==> src/sv/bavt_pkg.sv <==
// Shared constants and types of the bandit arm value tracker.
package bavt_pkg;

  localparam int NUM_ARMS   = 16;
  localparam int COUNT_BITS = 16;
  localparam int ARM_IDX_W  = $clog2(NUM_ARMS);
  localparam int MEAN_W     = 16;
  localparam int DIVD_W     = MEAN_W + 1;
  localparam int WORD_W     = COUNT_BITS + MEAN_W;

  typedef struct packed {
    logic                  start;
    logic [DIVD_W-1:0]     dividend;
    logic [COUNT_BITS-1:0] divisor;
  } div_req_t;

  typedef struct packed {
    logic                 clear;
    logic                 valid;
    logic [ARM_IDX_W-1:0] idx;
    logic [MEAN_W-1:0]    mean;
  } scan_in_t;

endpackage

==> src/sv/bavt_div.sv <==
// Restoring serial divider, one quotient bit per cycle.
module bavt_div import bavt_pkg::*; (
  input  logic              clk_i,
  input  logic              rst_ni,
  input  div_req_t          req_i,
  output logic              done_o,
  output logic [DIVD_W-1:0] quot_o
);

  localparam int STEP_W = $clog2(DIVD_W + 1);

  logic [COUNT_BITS-1:0] rem_q, rem_d;
  logic [COUNT_BITS-1:0] dvs_q;
  logic [DIVD_W-1:0]     quo_q, quo_d;
  logic [STEP_W-1:0]     step_q, step_d;
  logic                  run_q, run_d;
  logic                  done_q, done_d;
  logic [COUNT_BITS:0]   trial;
  logic                  fits;

  assign trial = {rem_q, quo_q[DIVD_W-1]};
  assign fits  = trial >= {1'b0, dvs_q};

  always_comb begin
    rem_d  = rem_q;
    quo_d  = quo_q;
    step_d = step_q;
    run_d  = run_q;
    done_d = 1'b0;
    if (req_i.start) begin
      rem_d  = '0;
      quo_d  = req_i.dividend;
      step_d = '0;
      run_d  = 1'b1;
    end else if (run_q) begin
      rem_d  = fits ? COUNT_BITS'(trial - {1'b0, dvs_q}) : COUNT_BITS'(trial);
      quo_d  = {quo_q[DIVD_W-2:0], fits};
      step_d = step_q + 1'b1;
      if (step_q == STEP_W'(DIVD_W - 1)) begin
        run_d  = 1'b0;
        done_d = 1'b1;
      end
    end
  end

  always_ff @(posedge clk_i or negedge rst_ni) begin
    if (!rst_ni) begin
      step_q <= '0;
      run_q  <= 1'b0;
      done_q <= 1'b0;
    end else begin
      step_q <= step_d;
      run_q  <= run_d;
      done_q <= done_d;
    end
  end

  always_ff @(posedge clk_i) begin
    rem_q <= rem_d;
    quo_q <= quo_d;
    if (req_i.start) dvs_q <= req_i.divisor;
  end

  assign done_o = done_q;
  assign quot_o = quo_q;

endmodule

==> src/sv/bavt_scan.sv <==
// Running maximum over a stream of arm means, lowest index kept on ties.
module bavt_scan import bavt_pkg::*; (
  input  logic                 clk_i,
  input  logic                 rst_ni,
  input  scan_in_t             scan_i,
  output logic [ARM_IDX_W-1:0] best_idx_o,
  output logic [MEAN_W-1:0]    best_mean_o
);

  logic [ARM_IDX_W-1:0] idx_q;
  logic [MEAN_W-1:0]    mean_q;

  always_ff @(posedge clk_i or negedge rst_ni) begin
    if (!rst_ni) begin
      idx_q  <= '0;
      mean_q <= '0;
    end else if (scan_i.clear) begin
      idx_q  <= '0;
      mean_q <= '0;
    end else if (scan_i.valid && (scan_i.mean > mean_q)) begin
      idx_q  <= scan_i.idx;
      mean_q <= scan_i.mean;
    end
  end

  assign best_idx_o  = idx_q;
  assign best_mean_o = mean_q;

endmodule

==> src/sv/bandit_arm_value_tracker.sv <==
// Bandit arm value tracker: per-arm play count and Q8.8 running mean.
//
// Input channel: arm_i and reward_i transfer at a rising edge where start
// is high and busy is low. busy stays high until the result has been shown.
// Output channel: one result per input, valid for exactly one cycle while
// done_o is high; the receiver cannot stall, so it must take it then.
// Per item the block reads the arm's count and mean from the state memory,
// forms reward*256 - mean, divides it by the updated count in a serial
// divider (one quotient bit a cycle), writes the entry back, then scans
// all NUM_ARMS entries through the single memory read port, one a cycle.
// A new item can transfer in the cycle after done_o. An arm index at or
// above NUM_ARMS skips the update and reports zero for the played fields.
// Reset clears the per-entry valid flags, so every count and mean reads as
// zero afterwards; no clearing pass is needed.
module bandit_arm_value_tracker import bavt_pkg::*; (
  input  logic        clk_i,
  input  logic        rst_ni,
  input  logic        start,
  output logic        busy,
  input  logic [3:0]  arm_i,
  input  logic [7:0]  reward_i,
  output logic        done_o,
  output logic [3:0]  lead_arm_o,
  output logic [15:0] best_mean_o,
  output logic [15:0] played_mean_o,
  output logic [15:0] played_count_o
);

  localparam logic [2:0] ST_IDLE  = 3'd0;
  localparam logic [2:0] ST_RD    = 3'd1;
  localparam logic [2:0] ST_PREP  = 3'd2;
  localparam logic [2:0] ST_DIV   = 3'd3;
  localparam logic [2:0] ST_WR    = 3'd4;
  localparam logic [2:0] ST_SCAN  = 3'd5;
  localparam logic [2:0] ST_DRAIN = 3'd6;
  localparam logic [2:0] ST_OUT   = 3'd7;

  localparam logic [COUNT_BITS-1:0] CNT_MAX = '1;

  logic [2:0] state_q, state_d;
  logic       accept;
  logic       in_range;

  logic [ARM_IDX_W-1:0]  arm_q;
  logic [7:0]            reward_q;
  logic [COUNT_BITS-1:0] cnt_new_q;
  logic [MEAN_W-1:0]     mean_old_q;
  logic                  neg_q;
  logic [MEAN_W-1:0]     mean_new_q;
  logic [MEAN_W-1:0]     pmean_q;
  logic [15:0]           pcount_q;
  logic [ARM_IDX_W-1:0]  scan_q;
  logic                  s_pend_q;
  logic [ARM_IDX_W-1:0]  s_idx_q;

  logic [WORD_W-1:0]    mem_q [NUM_ARMS];
  logic [WORD_W-1:0]    rd_data_q;
  logic [NUM_ARMS-1:0]  vld_q;
  logic                 rd_vld_q;
  logic                 mem_re;
  logic                 mem_we;
  logic [ARM_IDX_W-1:0] raddr;

  logic [WORD_W-1:0]     rd_word;
  logic [COUNT_BITS-1:0] cur_cnt;
  logic [MEAN_W-1:0]     cur_mean;
  logic [COUNT_BITS-1:0] cnt_inc;
  logic signed [DIVD_W:0] diff;
  logic [DIVD_W-1:0]     diff_mag;
  logic [DIVD_W-1:0]     quot;
  logic [DIVD_W-1:0]     mean_sum;
  logic                  div_done;
  logic [ARM_IDX_W-1:0]  best_idx;
  logic [MEAN_W-1:0]     best_mean;

  div_req_t div_req;
  scan_in_t scan_in;

  assign accept   = start && !busy;
  assign in_range = 32'(arm_i) < NUM_ARMS;

  assign mem_re = (state_q == ST_RD) || (state_q == ST_SCAN);
  assign mem_we = (state_q == ST_WR);
  assign raddr  = (state_q == ST_SCAN) ? scan_q : arm_q;

  always_ff @(posedge clk_i) begin
    if (mem_we) mem_q[arm_q] <= {cnt_new_q, mean_new_q};
    if (mem_re) rd_data_q <= mem_q[raddr];
  end

  always_ff @(posedge clk_i or negedge rst_ni) begin
    if (!rst_ni) begin
      vld_q    <= '0;
      rd_vld_q <= 1'b0;
    end else begin
      if (mem_we) vld_q[arm_q] <= 1'b1;
      if (mem_re) rd_vld_q <= vld_q[raddr];
    end
  end

  assign rd_word  = rd_vld_q ? rd_data_q : '0;
  assign cur_cnt  = rd_word[WORD_W-1:MEAN_W];
  assign cur_mean = rd_word[MEAN_W-1:0];
  assign cnt_inc  = (cur_cnt == CNT_MAX) ? cur_cnt : cur_cnt + 1'b1;

  assign diff     = $signed({2'b00, reward_q, 8'h00}) - $signed({2'b00, cur_mean});
  assign diff_mag = diff[DIVD_W] ? DIVD_W'(-diff) : DIVD_W'(diff);

  assign div_req.start    = (state_q == ST_PREP);
  assign div_req.dividend = diff_mag;
  assign div_req.divisor  = cnt_inc;

  bavt_div u_div (
    .clk_i  (clk_i),
    .rst_ni (rst_ni),
    .req_i  (div_req),
    .done_o (div_done),
    .quot_o (quot)
  );

  assign mean_sum = neg_q ? ({1'b0, mean_old_q} - quot) : ({1'b0, mean_old_q} + quot);

  assign scan_in.clear = accept;
  assign scan_in.valid = s_pend_q;
  assign scan_in.idx   = s_idx_q;
  assign scan_in.mean  = cur_mean;

  bavt_scan u_scan (
    .clk_i       (clk_i),
    .rst_ni      (rst_ni),
    .scan_i      (scan_in),
    .best_idx_o  (best_idx),
    .best_mean_o (best_mean)
  );

  always_comb begin
    state_d = state_q;
    case (state_q)
      ST_IDLE:  if (start) state_d = in_range ? ST_RD : ST_SCAN;
      ST_RD:    state_d = ST_PREP;
      ST_PREP:  state_d = ST_DIV;
      ST_DIV:   if (div_done) state_d = ST_WR;
      ST_WR:    state_d = ST_SCAN;
      ST_SCAN:  if (scan_q == ARM_IDX_W'(NUM_ARMS - 1)) state_d = ST_DRAIN;
      ST_DRAIN: state_d = ST_OUT;
      ST_OUT:   state_d = ST_IDLE;
      default:  state_d = ST_IDLE;
    endcase
  end

  always_ff @(posedge clk_i or negedge rst_ni) begin
    if (!rst_ni) begin
      state_q  <= ST_IDLE;
      scan_q   <= '0;
      s_pend_q <= 1'b0;
    end else begin
      state_q  <= state_d;
      s_pend_q <= (state_q == ST_SCAN);
      if (state_q == ST_SCAN) scan_q <= scan_q + 1'b1;
      else                    scan_q <= '0;
    end
  end

  always_ff @(posedge clk_i) begin
    s_idx_q <= scan_q;
    if (accept) begin
      arm_q    <= ARM_IDX_W'(arm_i);
      reward_q <= reward_i;
      if (!in_range) begin
        pmean_q  <= '0;
        pcount_q <= '0;
      end
    end
    if (state_q == ST_PREP) begin
      cnt_new_q  <= cnt_inc;
      mean_old_q <= cur_mean;
      neg_q      <= diff[DIVD_W];
    end
    if ((state_q == ST_DIV) && div_done) mean_new_q <= MEAN_W'(mean_sum);
    if (state_q == ST_WR) begin
      pmean_q  <= mean_new_q;
      pcount_q <= (32'(cnt_new_q) > 32'hFFFF) ? 16'hFFFF : 16'(cnt_new_q);
    end
  end

  assign busy           = (state_q != ST_IDLE);
  assign done_o         = (state_q == ST_OUT);
  assign lead_arm_o     = 4'(best_idx);
  assign best_mean_o    = best_mean;
  assign played_mean_o  = pmean_q;
  assign played_count_o = pcount_q;

  a_done_then_idle: assert property (@(posedge clk_i) disable iff (!rst_ni)
    done_o |=> !busy) else $error("busy after result strobe");

  a_accept_busy: assert property (@(posedge clk_i) disable iff (!rst_ni)
    accept |=> busy && !done_o) else $error("transfer did not start work");

  a_write_nonzero_cnt: assert property (@(posedge clk_i) disable iff (!rst_ni)
    mem_we |-> cnt_new_q != '0) else $error("zero count written back");

  a_write_after_div: assert property (@(posedge clk_i) disable iff (!rst_ni)
    mem_we |-> $past(div_done)) else $error("write back without quotient");

endmodule
==> config.mk <==
export PLATFORM = sky130hd
export DESIGN_NAME = bandit_arm_value_tracker
export DESIGN_NICKNAME = d
export VERILOG_FILES = /design/src/sv/bavt_pkg.sv /design/src/sv/bavt_div.sv /design/src/sv/bavt_scan.sv /design/src/sv/bandit_arm_value_tracker.sv
export SDC_FILE = /design/constraint.sdc
export NUM_CORES = 1
export LEC_CHECK = 0
export BUFFER_PORTS_ARGS = -buffer_cell sky130_fd_sc_hd__buf_2
export CAP_MARGIN = 20
export CORE_MARGIN = 2
export CORE_UTILIZATION = 41
export CTS_CLUSTER_DIAMETER = 100
export CTS_CLUSTER_SIZE = 14
export DETAILED_ROUTE_END_ITERATION = 10
export GPL_ROUTABILITY_DRIVEN = 0
export PLACE_DENSITY = 0.58
export SLEW_MARGIN = 20
export SYNTH_ARGS = -nofsm -noshare
export SYNTH_HDL_FRONTEND = slang
export SYNTH_SLANG_ARGS = --single-unit
export TNS_END_PERCENT = 10
==> constraint.sdc <==
create_clock -name clk_i -period 4.8 [get_ports clk_i]
set_input_delay 0.48 -clock clk_i [delete_from_list [all_inputs] [get_ports clk_i]]
set_output_delay 0.48 -clock clk_i [all_outputs]
set_load 0.05 [all_outputs]
==> metrics, run 1 <==
Antenna Nets Post-Route=0; drt drc=0; Worst-Skew Late Latency=roughly 0.65 ns; routing usage on met1=0.278; Critical path origin=rd_vld_q; total vias in the final route=between 15000 and 20000; Initial Utilization=0.414; area of the multi-input gates=8950 um^2; Clk pin slew, worst setup/hold paths=about 0.08 ns; num ports=69; share of cells above drive strength 1=0.191; Worst VDD drop=roughly 0.0003 V; Worst Tran Pin Value=between 1 and 1.5 ns; DP Wirelength=around 45000 um; initial antenna violation count=2; f_max=roughly 0.26 GHz; status=completed; GR peak layer=met2; Post-Syn Area=about 31000 um^2; # port buffers=between 60 and 70; most common cell in the netlist=edfxtp_1; final wirelength=approximately 74000 um; clock sinks=roughly 730; grt ovf=0; routed len/inst=24.7 um; Die Ht=278 um; Placed Instance Area=roughly 33000 um^2; commonest register cell after synthesis=edfxtp_1; CTS tree=built; clock root buffer=clkbuf_16; DRT Pass-1 Iters=7; H-tree Lvls=2; Worst Setup Start Kind=flip-flop; RSZ-0062 raised after global routing=false; Slew Limit Fails=0; Layout fillers=6315; vias in the first global route=roughly 17000; Chip Width=between 200 and 300 um; Fin. Hold Viols=0; post-route clock period utilization=0.793; routing usage on met3=0.0273; Clock Tree Buf Depth=3; Post-Syn Area per Cell=approximately 16 um^2; Slew Limit Headroom=0.325; Area Overhead vs Synth=11.4%; number of synthesized register bits=between 700 and 800; worst path arrival time=between 4 and 5 ns; Hold Path Class=in -> reg; Lkg Pwr=roughly 12 nW; FP Rows=100; Syn Inst Count=roughly 1900; EDFF count, synth=~650; Die ar.=around 77000 um^2; maximum number of pins on one net before global-route repair=53; pwr dens=around 460 nW/um^2; Synth cell types=a little under 80; fraction of registers with async set/reset=0.0716; final setup vio count=0; met2 Usage GRT=0.304; hold path start=reward_i[6]; Net Count, Synth=between 1500 and 2000; Seq/Total Area, Yosys=0.692; fin crit period=roughly 3.8 ns; final instance area=around 34000 um^2; Iteration-0 DRC Markers=~1500; R2R Path Start=rd_vld_q; Max Clock Skew=about 0.031 ns; TritonCTS Buffers=slightly below 60; Max-cap violations=0; Yosys warning count=0; Core ar.=around 74000 um^2; Area contributors post-synth=edfxtp_1 64%, mux4_2 9.6%, dfrtp_1 4.2%; first-pass GRT wire length=111000 um; worst endpoint required time=5.18 ns; Crit Path Category=reg -> reg; Register Area=~21000 um^2; Post-layout nets=2077; proportion of netlist area held by the largest area contributor=0.637; Vias/cell=5.68; crit end category=flip-flop; critical path fanouts, max=28; largest area contributor in the netlist=edfxtp_1; Total GRT Usage=0.191; Setup TNS Final=0 ns; commonest cells in the netlist=654 x edfxtp_1, 164 x nand2_1, 132 x mux4_2
[what timing repair did]
action	4_1_cts	5_1_grt
resized for setup	0	0
endpoints found under the hold margin	28	0
hold buffers	12	0
setup buffers	0	0
[state kept, by name (all words and copies together), names as in the netlist]
name / cells
arm_q: 4
mean_new_q: 16
mean_old_q: 16
mem_q: 512
neg_q: 1
played_count_o: 16
played_mean_o: 16
rd_data_q: 32
rd_vld_q: 1
reward_q: 8
s_idx_q: 4
s_pend_q: 1
scan_q: 4
state_q: 3
u_div.done_o: 1
u_div.dvs_q: 16
u_div.quot_o: 17
u_div.rem_q: 16
u_div.run_q: 1
u_div.step_q: 5
u_scan.best_idx_o: 4
u_scan.best_mean_o: 16
vld_q: 16
[cell families after synthesis]
family	count (synthesis)	synth area share
xor gates and xnor gates	72	0.0205
AOI/OAI and AO/OA	267	0.0570
DFF	726	0.692
muxes	176	0.111
and+or+nand+nor	434	0.0695
adders and majority gates	64	0.0265
buffers and inverters	154	0.0227
[metal layers]
| metal | up-vias | part of all wire |
|---|---|---|
| li1 | 7504 | - |
| met1 | 8886 | 0.45 |
| met2 | 497 | 0.47 |
| met3 | 107 | 0.057 |
| met4 | 0 | 0.023 |
| met5 | - | 0 |
[cell type report]
type                    count  area share
flip-flops and latches    726       0.622
multi-input cells        1013       0.261
clock buffers              78      0.0451
well taps                 969      0.0353
repair buffers            126      0.0268
inverters                  73     0.00798
clock inverters             6     0.00222
diodes                      1   0.0000729
[critical path: stages (launching register included)]
cell	delay (ns)
dfrtp_1	0.72
nand2_1	0.30
ha_1	0.37
inv_1	0.18
nor4_2	0.43
o41a_1	0.21
nor2_1	0.06
o2111ai_2	0.61
inv_1	0.18
and2_1	0.20
xnor2_1	0.15
o21ai_0	0.10
[worst paths after layout]
path | slack, ns | to | depth (start not counted)
setup reg to reg | 0.99 | u_div.quot_o[6] | 11
min in group asynchronous | 0.52 | u_scan.best_mean_o[14] | 3
hold / removal | 0.03 | reward_q[6] | 1
hold reg to reg | 0.44 | u_scan.best_idx_o[1] | 2
max in group asynchronous | 3.75 | u_div.step_q[4] | 3
setup / recovery | 0.99 | u_div.quot_o[6] | 11
[report_power, final]
part           switching, mW  internal [mW]  total [mW]
clock                   2.18           2.29        4.46
sequential             0.439           7.40        7.83
combinational           1.94           1.39        3.33
[metrics by stage]
step	total power, mW	util	hold WS (ns)	setup WS [ns]	cells
2_1_floorplan	10.3	-	0.184	0.377	1893
3_3_place_gp	11.2	0.438	0.439	1.15	2895
3_5_place_dp	11.2	0.438	0.433	1.12	2895
4_1_cts	15.7	0.461	0.00524	1.10	2991
5_1_grt	16.4	0.461	0.0152	0.691	2991
6_report	15.6	0.461	0.0310	0.994	2992
[cells in the final DEF (no fill, tap or decap), types with 26 or more instances in the layout]
cell type	instances
or2_2	26
buf_2	68
dfrtp_1	52
inv_1	71
a21oi_1	58
a31oi_1	43
o21ai_0	40
mux2i_1	33
ha_1	62
buf_4	37
nor2_1	61
a211oi_1	43
clkbuf_16	59
mux4_2	132
and2_1	52
edfxtp_1	654
xnor2_1	48
nand2_1	164
Note: power is estimated with default switching activity, not from simulation.
==> inputs of run 2 (changes only) <==
Settings changed: PLACE_DENSITY 0.58 to 0.6.
Clock period 4.8 ns to 3.3 ns, I/O delays scaled along.
==> run 2 against run 1 <==
Clock power rose by 44%. Critical path depth down 1. Die area unchanged. Sequential power grew 44%. Combinational power rose by 55%. Non-clock buffer count is 56 higher. Wire length is 0.11% higher. Via count grew 0.52%. Design area is 2.2% higher.
==> metrics, run 2 (synthesis gave the netlist of run 1 again) <==
Layout fillers=between 6000 and 7000; FP Rows=100; vias in the first global route=17200; Max-cap violations=0; # port buffers=68; Core ar.=approximately 74000 um^2; pwr dens=around 650 nW/um^2; Placed Instance Area=about 33000 um^2; initial antenna violation count=1; total vias in the final route=around 17000; Clk pin slew, worst setup/hold paths=0.08 ns; final instance area=around 35000 um^2; area of the multi-input gates=about 9000 um^2; R2R setup slack=between 0.15 and 0.2 ns; Slew Limit Fails=0; grt ovf=0; Lkg Pwr=around 12 nW; first-pass GRT wire length=110000 um; Post-layout nets=approximately 2100; clock sinks=between 700 and 800; Worst Setup Start Kind=flip-flop; status=completed; RSZ-0062 raised after global routing=true; Total GRT Usage=0.191; Crit Path Category=reg -> reg; Largest register FFs=between 500 and 600; Worst VDD drop=0.000456 V; Hold Path Class=in -> async; most frequent cells in the layout=654 x edfxtp_1, 164 x nand2_1, 132 x mux4_2, 71 x inv_1, 71 x buf_4; final wirelength=73900 um; H-tree Lvls=2; commonest non-fill, non-tap cell in the layout=edfxtp_1; Register Area=21300 um^2; Largest Register=mem_q; Area Overhead vs Synth=13.8%; final setup vio count=0; worst path arrival time=around 3.5 ns; Slew Limit Headroom=0.432; Setup WS pre-CTS=between 0.06 and 0.07 ns; TritonCTS Buffers=57; fin crit period=roughly 3.1 ns; Die ar.=slightly below 80000 um^2; share of cells above drive strength 1=0.210; drt drc=0; DRT Pass-1 Iters=5; worst endpoint required time=~3.6 ns; hold_ws=0.344 ns; DP Wirelength=roughly 44000 um; routed len/inst=approximately 24 um; post-route clock period utilization=0.954; crit end category=flip-flop; Fin. Hold Viols=0; maximum number of pins on one net before global-route repair=between 60 and 70; CTS tree=built; Antenna Nets Post-Route=0; num ports=a little under 70; Vias/cell=between 5 and 6; f_max=~0.32 GHz; critical path fanouts, max=22; Setup WS post-layout=0.153 ns; Setup TNS Final=0 ns; clock root buffer=clkbuf_16; Worst Tran Pin Value=0.852 ns; Iteration-0 DRC Markers=~1500; Chip Width=~280 um; Clock Tree Buf Depth=3; Die Ht=approximately 280 um; Initial Utilization=0.414; Max Clock Skew=approximately 0.024 ns; Worst-Skew Late Latency=approximately 0.63 ns; power after layout=22.9 mW
-- run 2: cell count changes in the layout (fill, tap and decap cells not counted), sizes merged --
cell         previous run  this run
buf                   114       168
bufinv                  1         0
dlygate4sd3            12        14
clkbuf                 78       105
clkinv                  2         0
inv                    76        75
-- run 2: power by group --
group          switching [mW]  total, mW  internal (mW)  leakage [nW]
Sequential              0.513       11.3           10.8          6.78
Combinational            2.94       5.15           2.21          4.54
Clock                    3.14       6.44           3.30         0.785
-- run 2: metal layers --
layer  vias up  GRT usage  wire (um)
met5         -          0          0
met4         0     0.0417       1400
met3        84     0.0237       3650
met2       447      0.317      35700
met1      8898      0.271      33100
li1       7654          -          -
-- run 2: layout make-up --
type	instances	area share
antenna	1	0.0000714
clock buffer	105	0.0461
clock inverter	2	0.00114
inverter	73	0.00782
multi-input combinational	1013	0.256
sequential	726	0.609
tap	969	0.0346
timing repair buffer	182	0.0452
-- run 2: worst paths after layout --
kind                       startpoint                endpoint  cells past startpoint
min in group clk_i           arm_i[1]                arm_q[1]                      2
hold / removal                 rst_ni  u_scan.best_mean_o[13]                      2
setup reg to reg           state_q[0]           rd_data_q[14]                     10
hold reg to reg            s_idx_q[3]    u_scan.best_idx_o[3]                      2
max in group asynchronous      rst_ni                vld_q[9]                      3
setup / recovery           state_q[0]           rd_data_q[14]                     10
-- run 2: critical path, cell delays in order (launching register included) --
cell      delay (ns)
dfrtp_1         0.44
nor2b_4         0.16
nand2_2         0.14
buf_4           0.23
mux2i_4         0.42
buf_12          0.25
buf_12          0.22
mux4_2          0.19
and2_1          0.12
a211oi_1        0.05
a31oi_1         0.58
-- run 2: what timing repair did --
action | CTS | global route
hold endpoints to repair | 46 | 0
setup endpoints to repair | 0 | 7
hold buffers | 14 | 0
setup buffers | 0 | 0
gates resized for setup | 0 | 10
-- run 2: stage by stage --
stage / utilization / instances
finish: 0.471 / 3071
CTS: 0.470 / 3070
detailed placement: 0.446 / 2949
global placement: 0.446 / 2949
global route: 0.471 / 3070
floorplan: - / 1893
